File: config.mk
export PLATFORM = sky130hd
export DESIGN_NAME = ws2812_frame_serializer_top
export DESIGN_NICKNAME = d
export VERILOG_FILES = /design/src/wfs_pkg.sv /design/src/wfs_ram.sv /design/src/ws2812_frame_serializer_top.sv
export SDC_FILE = /design/constraint.sdc
export NUM_CORES = 2
export LEC_CHECK = 0
export BUFFER_PORTS_ARGS = -buffer_cell sky130_fd_sc_hd__buf_4
export CORE_MARGIN = 1
export CORE_UTILIZATION = 45
export DETAILED_ROUTE_END_ITERATION = 7
export SLEW_MARGIN = 20
export SYNTH_ARGS = -nofsm -noshare
export SYNTH_HDL_FRONTEND = slang
export SYNTH_SLANG_ARGS = --single-unit
export TNS_END_PERCENT = 20
File: constraint.sdc
create_clock -name clk -period 11.55 [get_ports clk]
set_input_delay 1.155 -clock clk [delete_from_list [all_inputs] [get_ports clk]]
set_output_delay 1.155 -clock clk [all_outputs]
set_load 0.02 [all_outputs]
File: src/wfs_pkg.sv
package wfs_pkg;

  // strip length and derived widths
  localparam int LED_COUNT = 64;
  localparam int ADDR_W    = (LED_COUNT > 1) ? $clog2(LED_COUNT) : 1;
  localparam int IDX_W     = 10;
  localparam int COLOUR_W  = 24;
  localparam int BIT_CNT_W = 5;
  localparam int PHASE_W   = 16;
  localparam int TIME_W    = 8;
  localparam int CFG_IDX_W = 3;
  localparam int CFG_DAT_W = 16;

  localparam logic [IDX_W-1:0]     LAST_LED  = IDX_W'(LED_COUNT - 1);
  localparam logic [IDX_W:0]       LED_LIMIT = (IDX_W + 1)'(LED_COUNT);
  localparam logic [BIT_CNT_W-1:0] LAST_BIT  = BIT_CNT_W'(COLOUR_W - 1);

  // command codes
  localparam logic [2:0] CMD_IDLE    = 3'd0;
  localparam logic [2:0] CMD_CLEAR   = 3'd1;
  localparam logic [2:0] CMD_SET_ALL = 3'd2;
  localparam logic [2:0] CMD_SET_ONE = 3'd3;
  localparam logic [2:0] CMD_SHOW    = 3'd4;

  // register indexes
  localparam logic [CFG_IDX_W-1:0] REG_ONE_HIGH  = 3'd0;
  localparam logic [CFG_IDX_W-1:0] REG_ONE_LOW   = 3'd1;
  localparam logic [CFG_IDX_W-1:0] REG_ZERO_HIGH = 3'd2;
  localparam logic [CFG_IDX_W-1:0] REG_ZERO_LOW  = 3'd3;
  localparam logic [CFG_IDX_W-1:0] REG_LATCH     = 3'd4;

  // register reset values
  localparam logic [TIME_W-1:0]  ONE_HIGH_RST  = 8'd13;
  localparam logic [TIME_W-1:0]  ONE_LOW_RST   = 8'd11;
  localparam logic [TIME_W-1:0]  ZERO_HIGH_RST = 8'd7;
  localparam logic [TIME_W-1:0]  ZERO_LOW_RST  = 8'd16;
  localparam logic [PHASE_W-1:0] LATCH_RST     = 16'd960;

  typedef enum logic [1:0] {
    PH_IDLE  = 2'd0,
    PH_HIGH  = 2'd1,
    PH_LOW   = 2'd2,
    PH_LATCH = 2'd3
  } phase_t;

endpackage

File: src/wfs_ram.sv
module wfs_ram #(
  parameter int WIDTH = 24,
  parameter int DEPTH = 64,
  parameter int AW    = (DEPTH > 1) ? $clog2(DEPTH) : 1
) (
  input  logic             clk,
  input  logic             we,
  input  logic [AW-1:0]    waddr,
  input  logic [WIDTH-1:0] wdata,
  input  logic [AW-1:0]    raddr,
  output logic [WIDTH-1:0] rdata
);

  logic [WIDTH-1:0] mem [DEPTH];

  always_ff @(posedge clk) begin
    if (we) begin
      mem[waddr] <= wdata;
    end
    rdata <= mem[raddr];
  end

endmodule

File: src/ws2812_frame_serializer_top.sv
// the result beat of an input beat is registered and offered in the cycle after it is taken
// throughput: one input and one result beat per cycle unless out_stall holds; one output register sets this
// every command, set all and clear all included, finishes within its own beat, but show starts a frame
// reset (rst, synchronous): control registers go to their defaults, the frame store reads as all zero
// at once through per-entry valid bits, so there is no clearing pass after reset
module ws2812_frame_serializer_top (
  input  logic                           clk,
  input  logic                           rst,
  // input channel
  input  logic                           in_valid,
  output logic                           in_stall,
  input  logic [2:0]                     command,
  input  logic [wfs_pkg::IDX_W-1:0]      led_index,
  input  logic [7:0]                     red,
  input  logic [7:0]                     green,
  input  logic [7:0]                     blue,
  // result channel
  output logic                           out_valid,
  input  logic                           out_stall,
  output logic                           data_line,
  output logic                           busy_res,
  output logic                           rejected,
  // configuration write channel
  input  logic                           cfg_valid,
  output logic                           cfg_ready,
  input  logic [wfs_pkg::CFG_IDX_W-1:0]  cfg_index,
  input  logic [wfs_pkg::CFG_DAT_W-1:0]  cfg_data
);

  // timing registers
  logic [wfs_pkg::TIME_W-1:0]  one_high_cycles;
  logic [wfs_pkg::TIME_W-1:0]  one_low_cycles;
  logic [wfs_pkg::TIME_W-1:0]  zero_high_cycles;
  logic [wfs_pkg::TIME_W-1:0]  zero_low_cycles;
  logic [wfs_pkg::PHASE_W-1:0] latch_cycles;

  // serializer state
  wfs_pkg::phase_t                phase, phase_next, ph_eff;
  logic [wfs_pkg::PHASE_W-1:0]    phase_counter, phase_counter_next, pc_eff, pc_inc;
  logic [wfs_pkg::BIT_CNT_W-1:0]  bit_counter, bit_counter_next, bc_eff;
  logic [wfs_pkg::IDX_W-1:0]      led_counter, led_counter_next, lc_eff;
  logic [wfs_pkg::COLOUR_W-1:0]   shift_word, shift_word_next, sw_eff;
  logic [wfs_pkg::TIME_W-1:0]     bit_len;

  // frame store: ram plus fill colour and per-entry valid bits, so clear all and set all
  // only rewrite the fill colour and the entry zero shadow and drop the valid bits
  logic [wfs_pkg::COLOUR_W-1:0]   fill_colour;
  logic [wfs_pkg::LED_COUNT-1:0]  entry_valid;
  logic [wfs_pkg::COLOUR_W-1:0]   head_word;    // shadow of entry zero, needed on the show beat
  logic [wfs_pkg::COLOUR_W-1:0]   colour;
  logic                           st_we;
  logic [wfs_pkg::ADDR_W-1:0]     rd_addr;
  logic [wfs_pkg::IDX_W:0]        lc_plus;
  logic [wfs_pkg::COLOUR_W-1:0]   rd_data;
  logic                           rd_valid;
  logic [wfs_pkg::COLOUR_W-1:0]   next_word;

  logic accept;
  logic idle;
  logic in_range;
  logic line_next, busy_next, rejected_next;

  // handshake: one output register parts the two sides
  assign in_stall  = out_valid & out_stall;
  assign accept    = in_valid & ~in_stall;
  assign cfg_ready = 1'b1;

  assign idle     = (phase == wfs_pkg::PH_IDLE);
  assign colour   = {green, red, blue};
  assign in_range = ({1'b0, led_index} < wfs_pkg::LED_LIMIT);
  assign st_we    = accept & idle & (command == wfs_pkg::CMD_SET_ONE) & in_range;

  // the next led's word is read continuously; the store cannot change while busy
  // and an led boundary is always many beats after the counter moves
  assign lc_plus   = {1'b0, led_counter} + 1'b1;
  assign rd_addr   = lc_plus[wfs_pkg::ADDR_W-1:0];
  assign next_word = rd_valid ? rd_data : fill_colour;

  wfs_ram #(
    .WIDTH (wfs_pkg::COLOUR_W),
    .DEPTH (wfs_pkg::LED_COUNT)
  ) u_store (
    .clk   (clk),
    .we    (st_we),
    .waddr (led_index[wfs_pkg::ADDR_W-1:0]),
    .wdata (colour),
    .raddr (rd_addr),
    .rdata (rd_data)
  );

  always_ff @(posedge clk) begin
    if (rst) begin
      rd_valid <= 1'b0;
    end else begin
      rd_valid <= entry_valid[rd_addr];
    end
  end

  // store bookkeeping
  always_ff @(posedge clk) begin
    if (rst) begin
      fill_colour <= '0;
      entry_valid <= '0;
      head_word   <= '0;
    end else if (accept && idle) begin
      case (command)
        wfs_pkg::CMD_CLEAR: begin
          fill_colour <= '0;
          entry_valid <= '0;
          head_word   <= '0;
        end
        wfs_pkg::CMD_SET_ALL: begin
          fill_colour <= colour;
          entry_valid <= '0;
          head_word   <= colour;
        end
        wfs_pkg::CMD_SET_ONE: begin
          if (in_range) begin
            entry_valid[led_index[wfs_pkg::ADDR_W-1:0]] <= 1'b1;
            if (led_index == '0) begin
              head_word <= colour;
            end
          end
        end
        default: begin
        end
      endcase
    end
  end

  // configuration registers
  always_ff @(posedge clk) begin
    if (rst) begin
      one_high_cycles  <= wfs_pkg::ONE_HIGH_RST;
      one_low_cycles   <= wfs_pkg::ONE_LOW_RST;
      zero_high_cycles <= wfs_pkg::ZERO_HIGH_RST;
      zero_low_cycles  <= wfs_pkg::ZERO_LOW_RST;
      latch_cycles     <= wfs_pkg::LATCH_RST;
    end else if (cfg_valid && cfg_ready) begin
      case (cfg_index)
        wfs_pkg::REG_ONE_HIGH:  one_high_cycles  <= cfg_data[wfs_pkg::TIME_W-1:0];
        wfs_pkg::REG_ONE_LOW:   one_low_cycles   <= cfg_data[wfs_pkg::TIME_W-1:0];
        wfs_pkg::REG_ZERO_HIGH: zero_high_cycles <= cfg_data[wfs_pkg::TIME_W-1:0];
        wfs_pkg::REG_ZERO_LOW:  zero_low_cycles  <= cfg_data[wfs_pkg::TIME_W-1:0];
        wfs_pkg::REG_LATCH:     latch_cycles     <= cfg_data;
        default: begin
        end
      endcase
    end
  end

  // show starts the frame in the same beat: first high cycle of the first bit
  always_comb begin
    ph_eff = phase;
    pc_eff = phase_counter;
    bc_eff = bit_counter;
    lc_eff = led_counter;
    sw_eff = shift_word;
    if (idle && command == wfs_pkg::CMD_SHOW) begin
      ph_eff = wfs_pkg::PH_HIGH;
      pc_eff = '0;
      bc_eff = '0;
      lc_eff = '0;
      sw_eff = head_word;
    end
  end

  // next state: advance the phase counters by one beat
  always_comb begin
    phase_next         = ph_eff;
    phase_counter_next = pc_eff;
    bit_counter_next   = bc_eff;
    led_counter_next   = lc_eff;
    shift_word_next    = sw_eff;
    pc_inc             = pc_eff + 1'b1;
    bit_len            = '0;
    case (ph_eff)
      wfs_pkg::PH_HIGH: begin
        bit_len = sw_eff[wfs_pkg::COLOUR_W-1] ? one_high_cycles : zero_high_cycles;
        if (pc_inc >= {8'd0, bit_len}) begin
          phase_next         = wfs_pkg::PH_LOW;
          phase_counter_next = '0;
        end else begin
          phase_counter_next = pc_inc;
        end
      end
      wfs_pkg::PH_LOW: begin
        bit_len = sw_eff[wfs_pkg::COLOUR_W-1] ? one_low_cycles : zero_low_cycles;
        if (pc_inc >= {8'd0, bit_len}) begin
          phase_counter_next = '0;
          shift_word_next    = {sw_eff[wfs_pkg::COLOUR_W-2:0], 1'b0};
          if (bc_eff >= wfs_pkg::LAST_BIT) begin
            bit_counter_next = '0;
            if (lc_eff >= wfs_pkg::LAST_LED) begin
              phase_next = wfs_pkg::PH_LATCH;
            end else begin
              led_counter_next = lc_eff + 1'b1;
              shift_word_next  = next_word;
              phase_next       = wfs_pkg::PH_HIGH;
            end
          end else begin
            bit_counter_next = bc_eff + 1'b1;
            phase_next       = wfs_pkg::PH_HIGH;
          end
        end else begin
          phase_counter_next = pc_inc;
        end
      end
      wfs_pkg::PH_LATCH: begin
        if (pc_inc >= latch_cycles) begin
          phase_counter_next = '0;
          led_counter_next   = '0;
          phase_next         = wfs_pkg::PH_IDLE;
        end else begin
          phase_counter_next = pc_inc;
        end
      end
      default: begin
      end
    endcase
  end

  // result of this beat
  always_comb begin
    line_next     = (ph_eff == wfs_pkg::PH_HIGH);
    busy_next     = (ph_eff != wfs_pkg::PH_IDLE);
    rejected_next = ~idle & (command != wfs_pkg::CMD_IDLE);
  end

  always_ff @(posedge clk) begin
    if (rst) begin
      phase         <= wfs_pkg::PH_IDLE;
      phase_counter <= '0;
      bit_counter   <= '0;
      led_counter   <= '0;
      shift_word    <= '0;
    end else if (accept) begin
      phase         <= phase_next;
      phase_counter <= phase_counter_next;
      bit_counter   <= bit_counter_next;
      led_counter   <= led_counter_next;
      shift_word    <= shift_word_next;
    end
  end

  // output register
  always_ff @(posedge clk) begin
    if (rst) begin
      out_valid <= 1'b0;
    end else if (accept) begin
      out_valid <= 1'b1;
    end else if (!out_stall) begin
      out_valid <= 1'b0;
    end
  end

  always_ff @(posedge clk) begin
    if (accept) begin
      data_line <= line_next;
      busy_res  <= busy_next;
      rejected  <= rejected_next;
    end
  end

endmodule
Word-level counts from Yosys, hierarchy flattened
Memory sizes are Yosys's and may differ from the RTL's. A register that Yosys moved wholly into a read port is not among the register bits. Index checks and enable logic that the tools add are counted.

Memories kept: 1. Bits in writable memories: 1536. Word-level logic and storage cells: 119. Output and inout port bits: 6. Register bits after elaboration: 222. Input bits: 61.

Bitwise operators: 9. Reductions and logical operators: 20. Order comparisons: 9. Add/subtract/negate cells: 4. Eq/ne operators: 14. Muxes and demuxes: 44.

Memory list: u_store.mem (words 64, width 24, read ports 1, clocked after memory_dff 1, wr ports 1, RTL line wfs_ram.sv:14) `logic [WIDTH-1:0] mem [DEPTH];`.

Operators by type and width (count): $mux 24 (8); $pmux 64 s2 (1); $pmux 24 s3 (1); $mux 16 (4); $mux 64 (1); $or 64x64->64 (1); $mux 10 (5); $pmux 16 s3 (1); $pmux 24 s2 (1); $ge 16x8->1 (2); $mux 5 (4); $pmux 10 s2 (1); $add 16x1->16 const B (1); $ge 16x16->1 (1); $mux 8 (2); $lt 6x7->1 const B (2); $eq 3x2->1 const B (4); $mux 2 (6); $reduce_and 2->1 (6); $add 10x1->10 const B (1); $ge 10x6->1 const B (1); $logic_not 10->1 (1); $lt 10x7->1 const B (1); $add 6x1->6 const B (1); 23 further kinds (43).

Depth between registers and ports, before layout
Depth after elaboration: 8. Mapped depth: 22. Depth with buffers taken out: 19.

Modules after synthesis
From an unflattened synthesis, not the netlist that was laid out.

Cell total of the unflattened synthesis: 3879. Area, all modules: 70194.8 um2.

By module, submodules not included: wfs_ram (cells each 2610, area each 59295.6 um2, seq. area each 46604.7 um2, instances 1); ws2812_frame_serializer_top (cells each 1269, area each 10899.2 um2, seq. area each 4474.3 um2, instances 1).

Worst setup path after synthesis
Ideal clock, no wire load.

Path kind: in2reg. Start point: input port command[0]. End point: register bit_counter[0] (netlist name). Cell stages on the path: 14. Data arrival time: 4.986 ns. Setup slack: 6.443 ns. Data required time: 11.429 ns. Buffers on the path: 2. Library setup time: 0.121 ns. Path through: or3b_1 > nor2_1 > mux2i_1 > clkbuf_1 > mux2i_1 > ha_1 > a2111oi_0 > nor2b_1 > o21ai_0 > nand2_1 > a21oi_2 > buf_4 > and3_1 > mux2_2.

Cells in the longest elaborated chain, start to end: 7. Elaborated cells on any way between the ends: 15. Those cells by class: 2 x add/sub; 2 x order compare; 2 x eq/ne; 8 x mux; 1 x reduce/logical.

RTL lines: start: declaration (RTL line ws2812_frame_serializer_top.sv:12) `input logic [2:0] command,`; $eq 3x3->1 * (RTL line ws2812_frame_serializer_top.sv:159) `if (idle && command == wfs_pkg::CMD_SHOW) begin`; $logic_and 1x1->1 * (RTL line ws2812_frame_serializer_top.sv:159); $mux 16, or another cell as far along (RTL line ws2812_frame_serializer_top.sv:159); $add 16x1->16, or another cell as far along (RTL line ws2812_frame_serializer_top.sv:175) `pc_inc = pc_eff + 1'b1;`; $ge 16x8->1 / $mux 5 (equally long branches) (RTL line ws2812_frame_serializer_top.sv:189, ws2812_frame_serializer_top.sv:192); $mux 5 (RTL line ws2812_frame_serializer_top.sv:189) `if (pc_inc >= {8'd0, bit_len}) begin`; $mux 5 * (RTL line ws2812_frame_serializer_top.sv:177) `case (ph_eff)`; end signal: assignment (RTL line ws2812_frame_serializer_top.sv:240) `bit_counter <= bit_counter_next;`; end: declaration (RTL line ws2812_frame_serializer_top.sv:40) `logic [wfs_pkg::BIT_CNT_W-1:0] bit_counter, bit_counter_next, bc_eff;`.

Every way passes the cells marked *; elsewhere a longest branch is shown, timed or not. A chain may end at the register's enable or synchronous reset.

Worst setup path after layout
Start point: input port command[2]. End point: register phase_counter[10] (netlist name).

Cells in the longest elaborated chain, start to end: 7. Elaborated cells on any way between the ends: 18. Those cells by class: 1 x add/sub; 3 x order compare; 4 x eq/ne; 9 x mux; 1 x reduce/logical.

RTL lines: $eq 3x3->1 * (RTL line ws2812_frame_serializer_top.sv:159); $logic_and 1x1->1 * (RTL line ws2812_frame_serializer_top.sv:159); $mux 16 / $mux 24 (equally long branches) (RTL line ws2812_frame_serializer_top.sv:159); $add 16x1->16, or another cell as far along (RTL line ws2812_frame_serializer_top.sv:175); $ge 16x16->1, or another cell as far along (RTL line ws2812_frame_serializer_top.sv:210) `if (pc_inc >= latch_cycles) begin`; $mux 16, on equally long branches (RTL line ws2812_frame_serializer_top.sv:210, ws2812_frame_serializer_top.sv:180, ws2812_frame_serializer_top.sv:189); $pmux 16 s3 * (RTL line ws2812_frame_serializer_top.sv:177); end signal: assignment (RTL line ws2812_frame_serializer_top.sv:239) `phase_counter <= phase_counter_next;`; end: declaration (RTL line ws2812_frame_serializer_top.sv:39) `logic [wfs_pkg::PHASE_W-1:0] phase_counter, phase_counter_next, pc_eff, pc_inc;`.

Marked as above.

==> run_results.csv <==
group,metric,value,unit
floorplan,die_h,396,microns
clock_network,worstSkewPairLatency,0.81,ns
synth,synth_top_family_by_area,"multiplexers",
worst_setup_path,crit_type,"input port to register",
synth,async_reset_ff_frac,0,
run_status,status,"finished clean",
worst_setup_path,critPathMaxStageDelay,0.73,ns
synth,postSynthAreaPerCell,19.5,sq um
clock_network,path_clk_slew,0.06,ns
drt,route.layer.met1.wl,72500,microns
worst_setup_path,arrival,6.00,ns
worst_setup_path,setup.worst_path.end,"phase_counter[10]",
pwr,design_power_total,13.1,mW
drt,dr.first_iter.drc_count,3436,
clock_network,cts_resized,0,
sta,fin_crit_sh,0.457,
place,dpl_cell_area,0.0730,sq mm
sta,fin_tns_setup,0,ns
drt,dr_total_vias,34800,
synth,netlist_instances,3579,
worst_setup_path,critPathCaptureType,"register",
grt,antenna_found_initial,23,
drt,route.detailed.drc,0,
drt,drt-pass1-iter-count,6,
grt,grt_pass1_wl,251000,microns
drt,via_per_inst,5.90,
final_layout,final_area,0.0793,sq mm
drt,wl_met3,12600,microns
place,place_hpwl,92800,microns
final_layout,final_common_cell,"edfxtp_1",
final_layout,final_util,0.515,
worst_setup_path,start_kind,"input port",
worst_setup_path,rr_worst_depth,6,
sta,fmax,190,MHz
synth,ys_seq_area_frac,0.733,
sta,setup_viol,0,
synth,synthXorXnorAreaFrac,0.00201,
final_layout,final_cell_mix,"edfxtp_1 (1,539), mux4_2 (524), dfxtp_1 (242)",
final_layout,fillers,12200,
drt,highest_layer,"met5",
final_layout,layoutNonFillerInstCount,5889,
synth,synth-compound-area-share,0.0266,
clock_network,cts_htree_levels,4,
pwr,ir_drop,146,uV
place,place_ws,5.46,ns
clock_network,cts_hold_buf,0,
worst_setup_path,cp_cell_sequence,"buf_4 -> or3b_1 -> or2_1 -> buf_4 -> nand2_1 -> inv_1 -> ha_1 -> inv_1 -> nor4_1 -> nand2_1 -> xor2_1 -> nor2_1 -> ha_1 -> a21o_1 -> a21oi_1 -> nor2b_1 -> nor3_1 -> o311a_1 -> o21ai_0 -> a21oi_2 -> a22o_1",
worst_setup_path,crit_start,"command[2]",
sta,period_needed,5.27,ns
floorplan,std_cell_rows,144,
synth,syn_nets,3675,
grt,grt_use_total,0.225,
sta,skew,0.0463,ns
sta,hold_slack,0.449,ns
sta,finalHoldViolCount,0,
sta,finalMaxSlewViolations,0,
synth,synth_warnings,0,
floorplan,die_w,396,microns
pwr,power.density,166,mW/mm^2
worst_setup_path,slowest_stage,"a21oi_2",
place,portBuffers,65,
place,dp_cells,5535,
final_layout,multi_input_area,0.0183,sq mm
clock_network,postCtsSetupRepairBufs,0,
sta,layout_setup_ws,6.28,ns
floorplan,die-area,0.156,sq mm
synth,ys_types,66,
place,place.gp.congestion,0.777,
flow_run,cap_violations,0,
drt,wl_met2,83900,microns
floorplan,start_util,0.453,
clock_network,cts_tree,"yes",
drt,antenna_left,0,
final_layout,seq_area,0.0511,sq mm
synth,synth-adder-area-share,0.00628,
sta,rsz0062_at_grt,"no",
synth,synth_area,0.0697,sq mm
drt,wl,174000,microns
clock_network,numCtsBuffers,182,
final_layout,final_nets,3783,
grt,grt_max_degree,136,
synth,synth_edf_count,1539,
synth,synth_ff_type,"edfxtp_1",
floorplan,core-area,0.154,sq mm
pwr,p_leak,24.6,nW
worst_setup_path,rrSetupSlack,6.37,ns
sta,slew_headroom,0.237,
grt,grt_overflow_total,0,
clock_network,ctsLongestPathBuffers,3,
floorplan,io_pins,67,
drt,wl_per_cell,29.6,microns
grt,grt_pass1_vias,35100,
worst_setup_path,cp_data_required_time,12.28,ns
sta,worstMarginPinSlew,1.14,ns
final_layout,area_growth,13.8,%
worst_setup_path,crit_fanout,36,
worst_setup_path,timing.rr.end,"u_store.rdata[22]",
clock_network,cts.sinks,1782,
worst_setup_path,r2r-start,"led_counter[0]",
worst_hold_path,hold_class,"register to register",
clock_network,clock-root-buffer,"clkbuf_16",
final_layout,layout-drive-gt1-share,0.265,
synth,synth_simple_gate_area_frac,0.0392,
synth,synthMuxAreaShare,0.180,
synth,synth-seq-cells,1782,
layout make-up:
| class | count | area share |
|---|---|---|
| tap | 2044 | 0.0323 |
| clock buffer | 219 | 0.0606 |
| timing repair buffer | 128 | 0.0160 |
| antenna | 4 | 0.000126 |
| clock inverter | 119 | 0.0146 |
| inverter | 27 | 0.00128 |
| sequential | 1782 | 0.644 |
| multi-input combinational | 1566 | 0.231 |
how the worst min path moves through the flow:
stage | start | end | slack, ns | cells past startpoint
finish | fill_colour[19] | fill_colour[19] | 0.45 | 2
global route | fill_colour[17] | fill_colour[17] | 0.47 | 2
CTS | fill_colour[7] | fill_colour[7] | 0.45 | 2
detailed placement | fill_colour[7] | fill_colour[7] | 0.44 | 2
global placement | fill_colour[17] | fill_colour[17] | 0.43 | 2
floorplan | fill_colour[11] | fill_colour[11] | 0.43 | 2
synth_stat cells (all sizes together), types with 31 or more instances:
master  count  area (sq um)
mux4      524         11800
edfxtp   1539         46200
nand3      59           295
mux2i      68           681
nor2      213           800
a211oi     31           238
buf        50           205
clkbuf    154           578
ha         35           438
nand2     215           807
dfxtp     243          4860
a21oi     175           895
routing by layer:
metal  vias to the layer above  global-route usage
li1                      14800                   -
met1                     18500               0.309
met2                      1147               0.356
met3                       277              0.0519
met4                        12              0.0728
met5                         -                   0
power by group:
group / internal [mW] / leakage [nW] / switching (mW)
clock: 3.38 / 2.94 / 2.50
sequential: 7.00 / 15.8 / 0.00717
combinational: 0.0489 / 5.84 / 0.194
total: 10.4 / 24.6 / 2.70
worst max-delay path: cells and delay by family:
| family | cells | cell delay (ns) |
|---|---|---|
| fa+ha+maj | 2 | 0.53 |
| compound gates | 6 | 1.76 |
| xor+xnor | 1 | 0.15 |
| buf+inv | 4 | 0.81 |
| simple gates | 8 | 1.55 |
flip-flops by register name, indices dropped and copies added, names as in the netlist:
| signal | count |
|---|---|
| u_store.mem | 1536 |
| entry_valid | 64 |
| fill_colour | 24 |
| head_word | 24 |
| shift_word | 24 |
| u_store.rdata | 24 |
| latch_cycles | 16 |
| phase_counter | 16 |
| led_counter | 10 |
| one_high_cycles | 8 |
| one_low_cycles | 8 |
| zero_high_cycles | 8 |
| zero_low_cycles | 8 |
| bit_counter | 5 |
| phase | 2 |
| busy_res | 1 |
| data_line | 1 |
| out_valid | 1 |
| rd_valid | 1 |
| rejected | 1 |
logic make-up after synthesis:
logic type | Yosys count
multiplexers | 598
flip-flops | 1782
AND/OR/NAND/NOR | 613
XOR/XNOR | 16
AO/OA/AOI/OAI | 303
buffers and inverters | 231
other | 1
adder cells (fa/ha/maj) | 35
No activity file was read; power rests on OpenSTA's default activity.
